[config.mk]
export PLATFORM = sky130hd
export DESIGN_NAME = list_insertion_sorter
export DESIGN_NICKNAME = d
export VERILOG_FILES = /design/src/design/lis_pkg.sv /design/src/design/list_insertion_sorter.sv /design/src/design/lis_datapath.sv /design/src/design/lis_ctrl.sv
export SDC_FILE = /design/constraint.sdc
export NUM_CORES = 2
export LEC_CHECK = 0
export ABC_AREA = 1
export BUFFER_PORTS_ARGS = -buffer_cell sky130_fd_sc_hd__buf_2
export CAP_MARGIN = 5
export CORE_ASPECT_RATIO = 1.1
export CORE_MARGIN = 1
export CORE_UTILIZATION = 40
export CTS_CLUSTER_SIZE = 25
export DETAILED_ROUTE_END_ITERATION = 6
export HOLD_SLACK_MARGIN = 0.06
export PLACE_DENSITY = 0.57
export SLEW_MARGIN = 20
export SYNTH_ARGS = -nofsm -noshare
export SYNTH_HDL_FRONTEND = slang
export SYNTH_SLANG_ARGS = --single-unit
[constraint.sdc]
create_clock -name clk_i -period 4.47 [get_ports clk_i]
set_clock_uncertainty 0.2 [all_clocks]
set_input_delay 0.447 -clock clk_i [delete_from_list [all_inputs] [get_ports clk_i]]
set_output_delay 0.447 -clock clk_i [all_outputs]
set_load 0.01 [all_outputs]
[src/design/lis_pkg.sv]
`default_nettype none
// ----------------------------------------------------------------------------
// lis_pkg
// Shared types and the data width for the list insertion sorter: the command and
// status bundles that join the controller and the datapath.
// ----------------------------------------------------------------------------
package lis_pkg;

  localparam int unsigned DATA_W = 32;

  // controller -> datapath
  typedef struct packed {
    logic insert;  // place value_i into the sorted chain, or drop it when full
    logic pop;     // move the head entry into the output register, shift down
  } lis_cmd_t;

  // datapath -> controller
  typedef struct packed {
    logic last_entry;  // exactly one entry left in the chain
  } lis_status_t;

endpackage : lis_pkg
`default_nettype wire

[src/design/list_insertion_sorter.sv]
`default_nettype none
// ----------------------------------------------------------------------------
// list_insertion_sorter
// Sorts a list of signed 32-bit values and emits it in ascending order.
// ----------------------------------------------------------------------------
// Values arrive one per input transaction; a transaction with last_i set
// closes the list. While a list is collected the block takes one value every
// cycle: all MAX_ITEMS entries of the insertion chain compare against the new
// value in parallel and the larger ones shift up one place in the same cycle,
// so a value lands ahead of the first stored value that is not smaller.
// Values that arrive with the chain already full are dropped and every
// result of that list then carries overflow_o. After the closing
// transaction the chain drains from its low end, one result per cycle while
// the output side keeps up, with end_of_list_o on the largest value. Input
// ready is low during that drain, so every value of a list, dropped ones
// included, is taken in before its first result is emitted; the next list
// is accepted as soon as the last result has moved into the output register,
// even while it waits there.
// ----------------------------------------------------------------------------
module list_insertion_sorter
  import lis_pkg::*;
#(
  parameter int unsigned MAX_ITEMS = 32
) (
  input  wire logic                     clk_i,
  input  wire logic                     rst_ni,
  // input channel
  input  wire logic                     in_valid_i,
  output logic                          in_ready_o,
  input  wire logic signed [DATA_W-1:0] value_i,
  input  wire logic                     last_i,
  // result channel
  output logic                          out_valid_o,
  input  wire logic                     out_ready_i,
  output logic signed [DATA_W-1:0]      sorted_value_o,
  output logic                          end_of_list_o,
  output logic                          overflow_o
);

  lis_cmd_t    cmd;     // insert / pop strobes from the sequencer
  lis_status_t status;  // chain state back to the sequencer

  // Sequencer: collect phase, then drain phase, plus output valid register.
  lis_ctrl u_ctrl (
    .clk_i       (clk_i),
    .rst_ni      (rst_ni),
    .in_valid_i  (in_valid_i),
    .in_ready_o  (in_ready_o),
    .last_i      (last_i),
    .out_valid_o (out_valid_o),
    .out_ready_i (out_ready_i),
    .cmd_o       (cmd),
    .status_i    (status)
  );

  // Insertion chain, fill count, drop flag and output payload.
  lis_datapath #(
    .MAX_ITEMS (MAX_ITEMS)
  ) u_datapath (
    .clk_i          (clk_i),
    .rst_ni         (rst_ni),
    .cmd_i          (cmd),
    .status_o       (status),
    .value_i        (value_i),
    .sorted_value_o (sorted_value_o),
    .end_of_list_o  (end_of_list_o),
    .overflow_o     (overflow_o)
  );

endmodule : list_insertion_sorter
`default_nettype wire

[src/design/lis_datapath.sv]
`default_nettype none
// ----------------------------------------------------------------------------
// lis_datapath
// Systolic insertion chain of MAX_ITEMS entries, fill count, drop flag and
// the output payload register.
// ----------------------------------------------------------------------------
module lis_datapath
  import lis_pkg::*;
#(
  parameter int unsigned MAX_ITEMS = 32
) (
  input  wire logic                     clk_i,
  input  wire logic                     rst_ni,
  input  wire lis_cmd_t                 cmd_i,
  output lis_status_t                   status_o,
  input  wire logic signed [DATA_W-1:0] value_i,
  output logic signed [DATA_W-1:0]      sorted_value_o,
  output logic                          end_of_list_o,
  output logic                          overflow_o
);

  localparam int unsigned CNT_W = $clog2(MAX_ITEMS + 1);

  logic signed [DATA_W-1:0] store_q [MAX_ITEMS];
  logic signed [DATA_W-1:0] store_d [MAX_ITEMS];
  logic [MAX_ITEMS-1:0]     lt;
  logic [CNT_W-1:0]         count_q, count_d;
  logic                     dropped_q, dropped_d;
  logic                     full;
  logic                     do_insert;

  assign full      = (count_q == CNT_W'(MAX_ITEMS));
  assign do_insert = cmd_i.insert && !full;

  // Entry i holds a value smaller than the new one; a prefix, since sorted.
  for (genvar i = 0; i < MAX_ITEMS; i++) begin : g_cmp
    assign lt[i] = (CNT_W'(i) < count_q) && (store_q[i] < value_i);
  end

  for (genvar i = 0; i < MAX_ITEMS; i++) begin : g_entry
    logic prev_lt;
    logic signed [DATA_W-1:0] below;
    logic signed [DATA_W-1:0] above;
    if (i == 0) begin : g_first
      assign prev_lt = 1'b1;
      assign below   = value_i;
    end else begin : g_rest
      assign prev_lt = lt[i-1];
      assign below   = store_q[i-1];
    end
    if (i == MAX_ITEMS - 1) begin : g_top
      assign above = store_q[i];
    end else begin : g_mid
      assign above = store_q[i+1];
    end

    always_comb begin
      store_d[i] = store_q[i];
      if (do_insert) begin
        if (lt[i]) begin
          store_d[i] = store_q[i];
        end else if (prev_lt) begin
          store_d[i] = value_i;
        end else begin
          store_d[i] = below;
        end
      end else if (cmd_i.pop) begin
        store_d[i] = above;
      end
    end
  end

  always_comb begin
    count_d   = count_q;
    dropped_d = dropped_q;
    if (cmd_i.insert) begin
      if (full) begin
        dropped_d = 1'b1;
      end else begin
        count_d = count_q + CNT_W'(1);
      end
    end else if (cmd_i.pop) begin
      count_d = count_q - CNT_W'(1);
      if (status_o.last_entry) begin
        dropped_d = 1'b0;
      end
    end
  end

  assign status_o.last_entry = (count_q == CNT_W'(1));

  always_ff @(posedge clk_i or negedge rst_ni) begin
    if (!rst_ni) begin
      count_q   <= '0;
      dropped_q <= 1'b0;
    end else begin
      count_q   <= count_d;
      dropped_q <= dropped_d;
    end
  end

  always_ff @(posedge clk_i) begin
    for (int i = 0; i < MAX_ITEMS; i++) begin
      store_q[i] <= store_d[i];
    end
    if (cmd_i.pop) begin
      sorted_value_o <= store_q[0];
      end_of_list_o  <= status_o.last_entry;
      overflow_o     <= dropped_q;
    end
  end

`ifndef NO_ASSERTIONS
  a_count_range: assert property (@(posedge clk_i) disable iff (!rst_ni)
    count_q <= CNT_W'(MAX_ITEMS))
    else $error("fill count beyond capacity");
  a_pop_nonempty: assert property (@(posedge clk_i) disable iff (!rst_ni)
    cmd_i.pop |-> count_q != '0)
    else $error("pop from an empty chain");
  a_drop_flag: assert property (@(posedge clk_i) disable iff (!rst_ni)
    (cmd_i.insert && full) |=> dropped_q && $stable(count_q))
    else $error("insert into a full chain not flagged as dropped");
`endif

endmodule : lis_datapath
`default_nettype wire

[src/design/lis_ctrl.sv]
`default_nettype none
// ----------------------------------------------------------------------------
// lis_ctrl
// Collect/emit sequencer and output valid register for the sorter.
// ----------------------------------------------------------------------------
module lis_ctrl
  import lis_pkg::*;
(
  input  wire logic        clk_i,
  input  wire logic        rst_ni,
  input  wire logic        in_valid_i,
  output logic             in_ready_o,
  input  wire logic        last_i,
  output logic             out_valid_o,
  input  wire logic        out_ready_i,
  output lis_cmd_t         cmd_o,
  input  wire lis_status_t status_i
);

  typedef enum logic {
    ST_COLLECT,
    ST_EMIT
  } state_e;

  state_e state_q, state_d;
  logic   out_valid_q, out_valid_d;
  logic   out_free;

  assign in_ready_o  = (state_q == ST_COLLECT);
  assign out_valid_o = out_valid_q;
  assign out_free    = !out_valid_q || out_ready_i;

  assign cmd_o.insert = in_valid_i && in_ready_o;
  assign cmd_o.pop    = (state_q == ST_EMIT) && out_free;

  always_comb begin
    state_d     = state_q;
    out_valid_d = out_valid_q;
    if (out_ready_i) begin
      out_valid_d = 1'b0;
    end
    if (cmd_o.pop) begin
      out_valid_d = 1'b1;
    end
    case (state_q)
      ST_COLLECT: begin
        if (cmd_o.insert && last_i) begin
          state_d = ST_EMIT;
        end
      end
      ST_EMIT: begin
        if (cmd_o.pop && status_i.last_entry) begin
          state_d = ST_COLLECT;
        end
      end
      default: state_d = ST_COLLECT;
    endcase
  end

  always_ff @(posedge clk_i or negedge rst_ni) begin
    if (!rst_ni) begin
      state_q     <= ST_COLLECT;
      out_valid_q <= 1'b0;
    end else begin
      state_q     <= state_d;
      out_valid_q <= out_valid_d;
    end
  end

endmodule : lis_ctrl
`default_nettype wire
======== Word-level counts from Yosys, hierarchy flattened ========
Memory sizes are Yosys's and may differ from the RTL's.
Cells that the tools add are included.
word-level totals
  register bits ........................... 43
  RAM bits ................................ 1024
  bits of input ports ..................... 37
  output and inout port bits .............. 36
  word-level logic and storage cells ...... 262
  memories kept ........................... 1
memory list
  name                words  bits a word  rd ports  clocked after Yosys merged registers in  write ports  line                text
  u_datapath.store_q  32     32           32        0                                        32           lis_datapath.sv:24  logic signed [DATA_W-1:0] store_q [MAX_ITEMS];
operators by class
  add/sub/neg operators ................... 2
  order comparisons ....................... 64
  equality and inequality tests ........... 4
  mux-type cells .......................... 138
  bitwise gates (word level) .............. 1
  reductions and logical operators ........ 45
operators by type and width
  kind                                                                   number
  32-bit two-way mux                                                     126
  32-bit < comparator                                                    32
  5-bit by 6-bit < comparator with 1-bit output, first input constant    16
  4-bit by 6-bit < comparator with 1-bit output, first input constant    8
  1-bit logical AND                                                      37
  3-bit by 6-bit < comparator with 1-bit output, first input constant    4
  6-bit two-way mux                                                      3
  1-bit by 6-bit < comparator with 1-bit output, first input constant    2
  2-bit by 6-bit < comparator with 1-bit output, first input constant    2
  1-bit two-way mux                                                      8
  6-bit by 1-bit adder with 6-bit output, second input constant          1
  6-bit by 1-bit equality test with 1-bit output, second input constant  1
  6-bit equality test, second input constant                             1
  2-bit nonzero test                                                     3
  6-bit by 1-bit subtractor with 6-bit output, second input constant     1
  3-bit AND reduction                                                    1
  1-bit zero test                                                        2
  2-bit by 1-bit != test with 1-bit output, second input constant        1
  2-bit != test, second input constant                                   1
  1-bit case mux with 2 select lines                                     1
  2-bit AND reduction                                                    1
  1-bit logical OR                                                       1
  1-bit NOT                                                              1

======== Logic depth before layout (Yosys ltp) ========
  word-level depth ........................ 6
  gate-level depth with buffers ........... 20
  mapped depth without buffers ............ 18

======== Hierarchy ========
From an unflattened synthesis, not the netlist that was laid out.
second synthesis, totals
  cells, all modules ...................... 10930
  area, all modules ....................... 80277.0 um^2
modules (own cells, without submodules)
  module        times used  cells each  area an instance (um^2)  seq. area each (um^2)
  lis_datapath  1           10916       80174.4                  31945.6
  lis_ctrl      1           14          102.6                    50.0

======== Worst setup path before layout ========
OpenSTA, ideal clock, no wires.
  path type ............................... input -> register
  start point ............................. input port value_i[5]
  end point ............................... memory u_datapath.store_q[4][0] (netlist: u_datapath.store_q[0][128]) (enable)
  library setup time ...................... 0.389 ns
  arrival time ............................ 3.147 ns
  required time ........................... 3.881 ns
  path slack .............................. 0.733 ns
  stages .................................. 14
  path buffers ............................ 1
  cells stage by stage .................... inv_1 -> ha_1 -> a21oi_1 -> nor2_1 -> nor3_1 -> nand2_1 -> nand2_1 -> nand2_1 -> nand2_1 -> nand3_1 -> nand3_1 -> nand2_1 -> buf_2 -> nand2_1
RTL lines
  element          line                         text
  start, declared  list_insertion_sorter.sv:30  input wire logic signed [DATA_W-1:0] value_i,
  end, declared    lis_datapath.sv:24

==> flow_metrics.env <==
export IMPL_hold_buffers=35
export IMPL_die_area_um2=202100
export IMPL_wirelength_met1_um=125200
export IMPL_synth_ff_type="edfxtp_1"
export IMPL_power_per_cell_area_nw_per_um2=774.6
export IMPL_min_from="value_i[23]"
export IMPL_drtIter0Drc=7060
export IMPL_worst_setup_path_end_kind="flop"
export IMPL_die_h_um=471.4
export IMPL_die_w_um=428.7
export IMPL_yosysWarnings=0
export IMPL_cts_setup_buffers=0
export IMPL_start_util=0.4043
export IMPL_gpl_final_weighted_congestion=0.9246
export IMPL_syn_area_per_cell_um2=7.327
export IMPL_io_pins=73
export IMPL_rows=171
export IMPL_post_route_period_util=0.8537
export IMPL_grt_setup_unrepaired="false"
export IMPL_status="complete, no violations"
export IMPL_yosysTopAreaCell="edfxtp_1"
export IMPL_core_um2=198100
export IMPL_tritoncts="yes"
export IMPL_grt_pass1_vias=68900
export IMPL_hold_violations=0
export IMPL_htree_num_levels=4
export IMPL_synth_edf_count=1058
export IMPL_ir_drop_v=0.0004492
export IMPL_final_nets=12050
export IMPL_grt_pass1_wl_um=428200
export IMPL_async_reset_ff_frac=0.008435
export IMPL_synth_area_leaders="edfxtp_1, nand2_1, ha_1"
export IMPL_netlist_area_leader_share=0.3966
export IMPL_cts_root_buf="clkbuf_16"
export IMPL_grt_max_degree=172
export IMPL_path_clk_slew_ps=50
export IMPL_insertion_delay_ps=810
export IMPL_met3_length_um=21260
export IMPL_synthCells=10930
export IMPL_via_per_inst=5.237
export IMPL_drive_gt1_frac=0.05619
export IMPL_setup_tns_final_ps=0
export IMPL_drc=0
export IMPL_required_ps=4810
export IMPL_top_layer="met4"
export IMPL_portBuffers=72
export IMPL_antenna_found_initial=4
export IMPL_synth_nets=11970
export IMPL_dr_pass1_iters=6
export IMPL_worst_pin_slew_ps=1057
export IMPL_fmax_ghz=0.2620
export IMPL_post_synth_num_cell_types=32
export IMPL_area_growth_pct=10.72
export IMPL_cts_sinks=1067
export IMPL_ctsLongestPathBuffers=3
export IMPL_hold_path_class="in -> reg"
export IMPL_routed_wl_um=285800
export IMPL_grt_overflow=0
export IMPL_numCtsBuffers=136
export IMPL_period_minus_slack_ps=3816
export IMPL_maxCapViolations=0
export IMPL_grt_usage=0.2770
export IMPL_ys_seq_area_frac=0.3994
export IMPL_finalMaxSlewViolations=0
export IMPL_worstPathMaxFanout=24
export IMPL_cts_resized_gates=0
export IMPL_setup_viol=0
export IMPL_cp_startpoint="u_datapath.count_q[1]$_DFFE_PN0P_"
export IMPL_syn_area_um2=80110
export IMPL_r2r_start="u_datapath.count_q[1]$_DFFE_PN0P_"
export IMPL_max_slew_margin=0.2877
export IMPL_arrival_ps=4160
export IMPL_ys_ff_latch=1067
export IMPL_p_leak_nw=51.33
export IMPL_critPathKind="reg -> reg"
export IMPL_hold_slack_ps=132.8
export IMPL_wl_met2_um=126500
export IMPL_antenna_left=0
export IMPL_start_kind="flop"
export IMPL_place_hpwl_um=208100
export IMPL_vias=71840
export IMPL_avgRoutedWirePerCell_um=20.84
==> stage by stage <==
| step | total power [mW] | instance area (µm²) | worst slack (ps) | util | instances |
|---|---|---|---|---|---|
| after floorplan | 45.88 | 80110 | 733.1 | - | 10930 |
| after global placement | 56.36 | 84170 | 487.8 | 0.4248 | 13440 |
| after detailed placement | 57.34 | 84170 | 517.3 | 0.4248 | 13440 |
| after CTS | 68.38 | 88690 | 683.2 | 0.4477 | 13720 |
| after global routing | 74.30 | 88700 | 548.6 | 0.4477 | 13720 |
| final | 68.70 | 88700 | 653.8 | 0.4477 | 13720 |
==> worst max-delay path, cell delays in order, from the launching register on <==
cell     delay [ps]
dfrtp_1         440
inv_1           220
ha_1            230
inv_1            70
nor2_2          160
nand3_2         250
nand2_8         210
inv_4           180
buf_12          240
nand2_2         630
buf_4           410
nand2_1          80
nand2_1         110
nand2_1          60
==> layer usage <==
metal  vias up  track usage
li1      34700            -
met1     33790       0.3784
met2      2849       0.4383
met3       507      0.03688
met4         0       0.1191
met5         -            0
==> synth_stat cells, types with 2 or more instances <==
cell type / instances
nor2_2: 2
inv_2: 3
buf_6: 5
nand2_1: 5900
nand3b_1: 8
buf_2: 231
nor3_1: 65
o21ai_1: 23
dfrtp_1: 9
xor2_1: 6
o22ai_1: 2
buf_1: 3
nand4_1: 71
clkbuf_1: 82
buf_4: 93
nand3_1: 116
o21ai_0: 156
ha_1: 995
nand3_2: 31
o211ai_1: 8
nor4_1: 4
nor2_1: 260
nand2_2: 32
o21a_1: 15
inv_1: 1270
edfxtp_1: 1058
o221ai_1: 2
a21oi_1: 479
==> power breakdown <==
group          switching [mW]  internal, mW
clock                    4.59          6.18
combinational            21.9          10.9
sequential               5.64          19.4
total                    32.2          36.5
==> final timing paths <==
kind,depth (start not counted),to,slack (ps)
worst max-delay path,13,u_datapath.store_q[1][65]$_DFFE_PP_,650
worst min-delay path,3,u_datapath.store_q[1][503]$_DFFE_PP_,130
worst max register to register,13,u_datapath.store_q[1][65]$_DFFE_PP_,650
worst min register to register,0,u_datapath.overflow_o$_DFFE_PP_,290
max in group asynchronous,3,u_datapath.count_q[3]$_DFFE_PN0P_,2980
min in group asynchronous,3,u_datapath.count_q[0]$_DFFE_PN0P_,640
==> sequential cells by signal (all words and copies together) (netlist names) <==
name	cells
u_datapath.overflow_o	1
u_ctrl.state_q	1
u_datapath.end_of_list_o	1
u_datapath.dropped_q	1
u_datapath.count_q	6
u_datapath.sorted_value_o	32
u_datapath.store_q	1024
u_ctrl.out_valid_o	1
==> placed cells by master, fill, tap and decap left out, types with 55 or more instances in the layout <==
master	n
nand4_1	71
inv_1	1238
nand2_1	5870
buf_12	55
edfxtp_1	1058
buf_4	198
buf_2	72
nand3_1	116
nand2_2	61
o21ai_0	156
ha_1	995
clkbuf_16	141
nor3_1	65
nor2_1	260
a21oi_1	479
==> area by class of cell <==
class                      instances  area [µm²]
antenna                            1       2.502
clock buffer                     186        3697
clock inverter                    57       474.2
fill                           19950      109400
inverter                        1273        4781
multi-input combinational       8179       41200
sequential                      1067       32000
tap                             2595        3247
timing repair buffer             360        3298
==> kinds of logic (layout without fill, tap and decap cells) <==
logic type | Yosys count | in the layout | synth area share
xor gates and xnor gates | 6 | 6 | 0.0006560
and+or+nand+nor | 6489 | 6489 | 0.3131
DFF | 1067 | 1067 | 0.3994
other | 0 | 1 | 0
AOI/OAI and AO/OA | 689 | 689 | 0.04400
adders and majority gates | 995 | 995 | 0.1554
buffers and inverters | 1687 | 1876 | 0.08748
(Power assumes the default switching activity.)
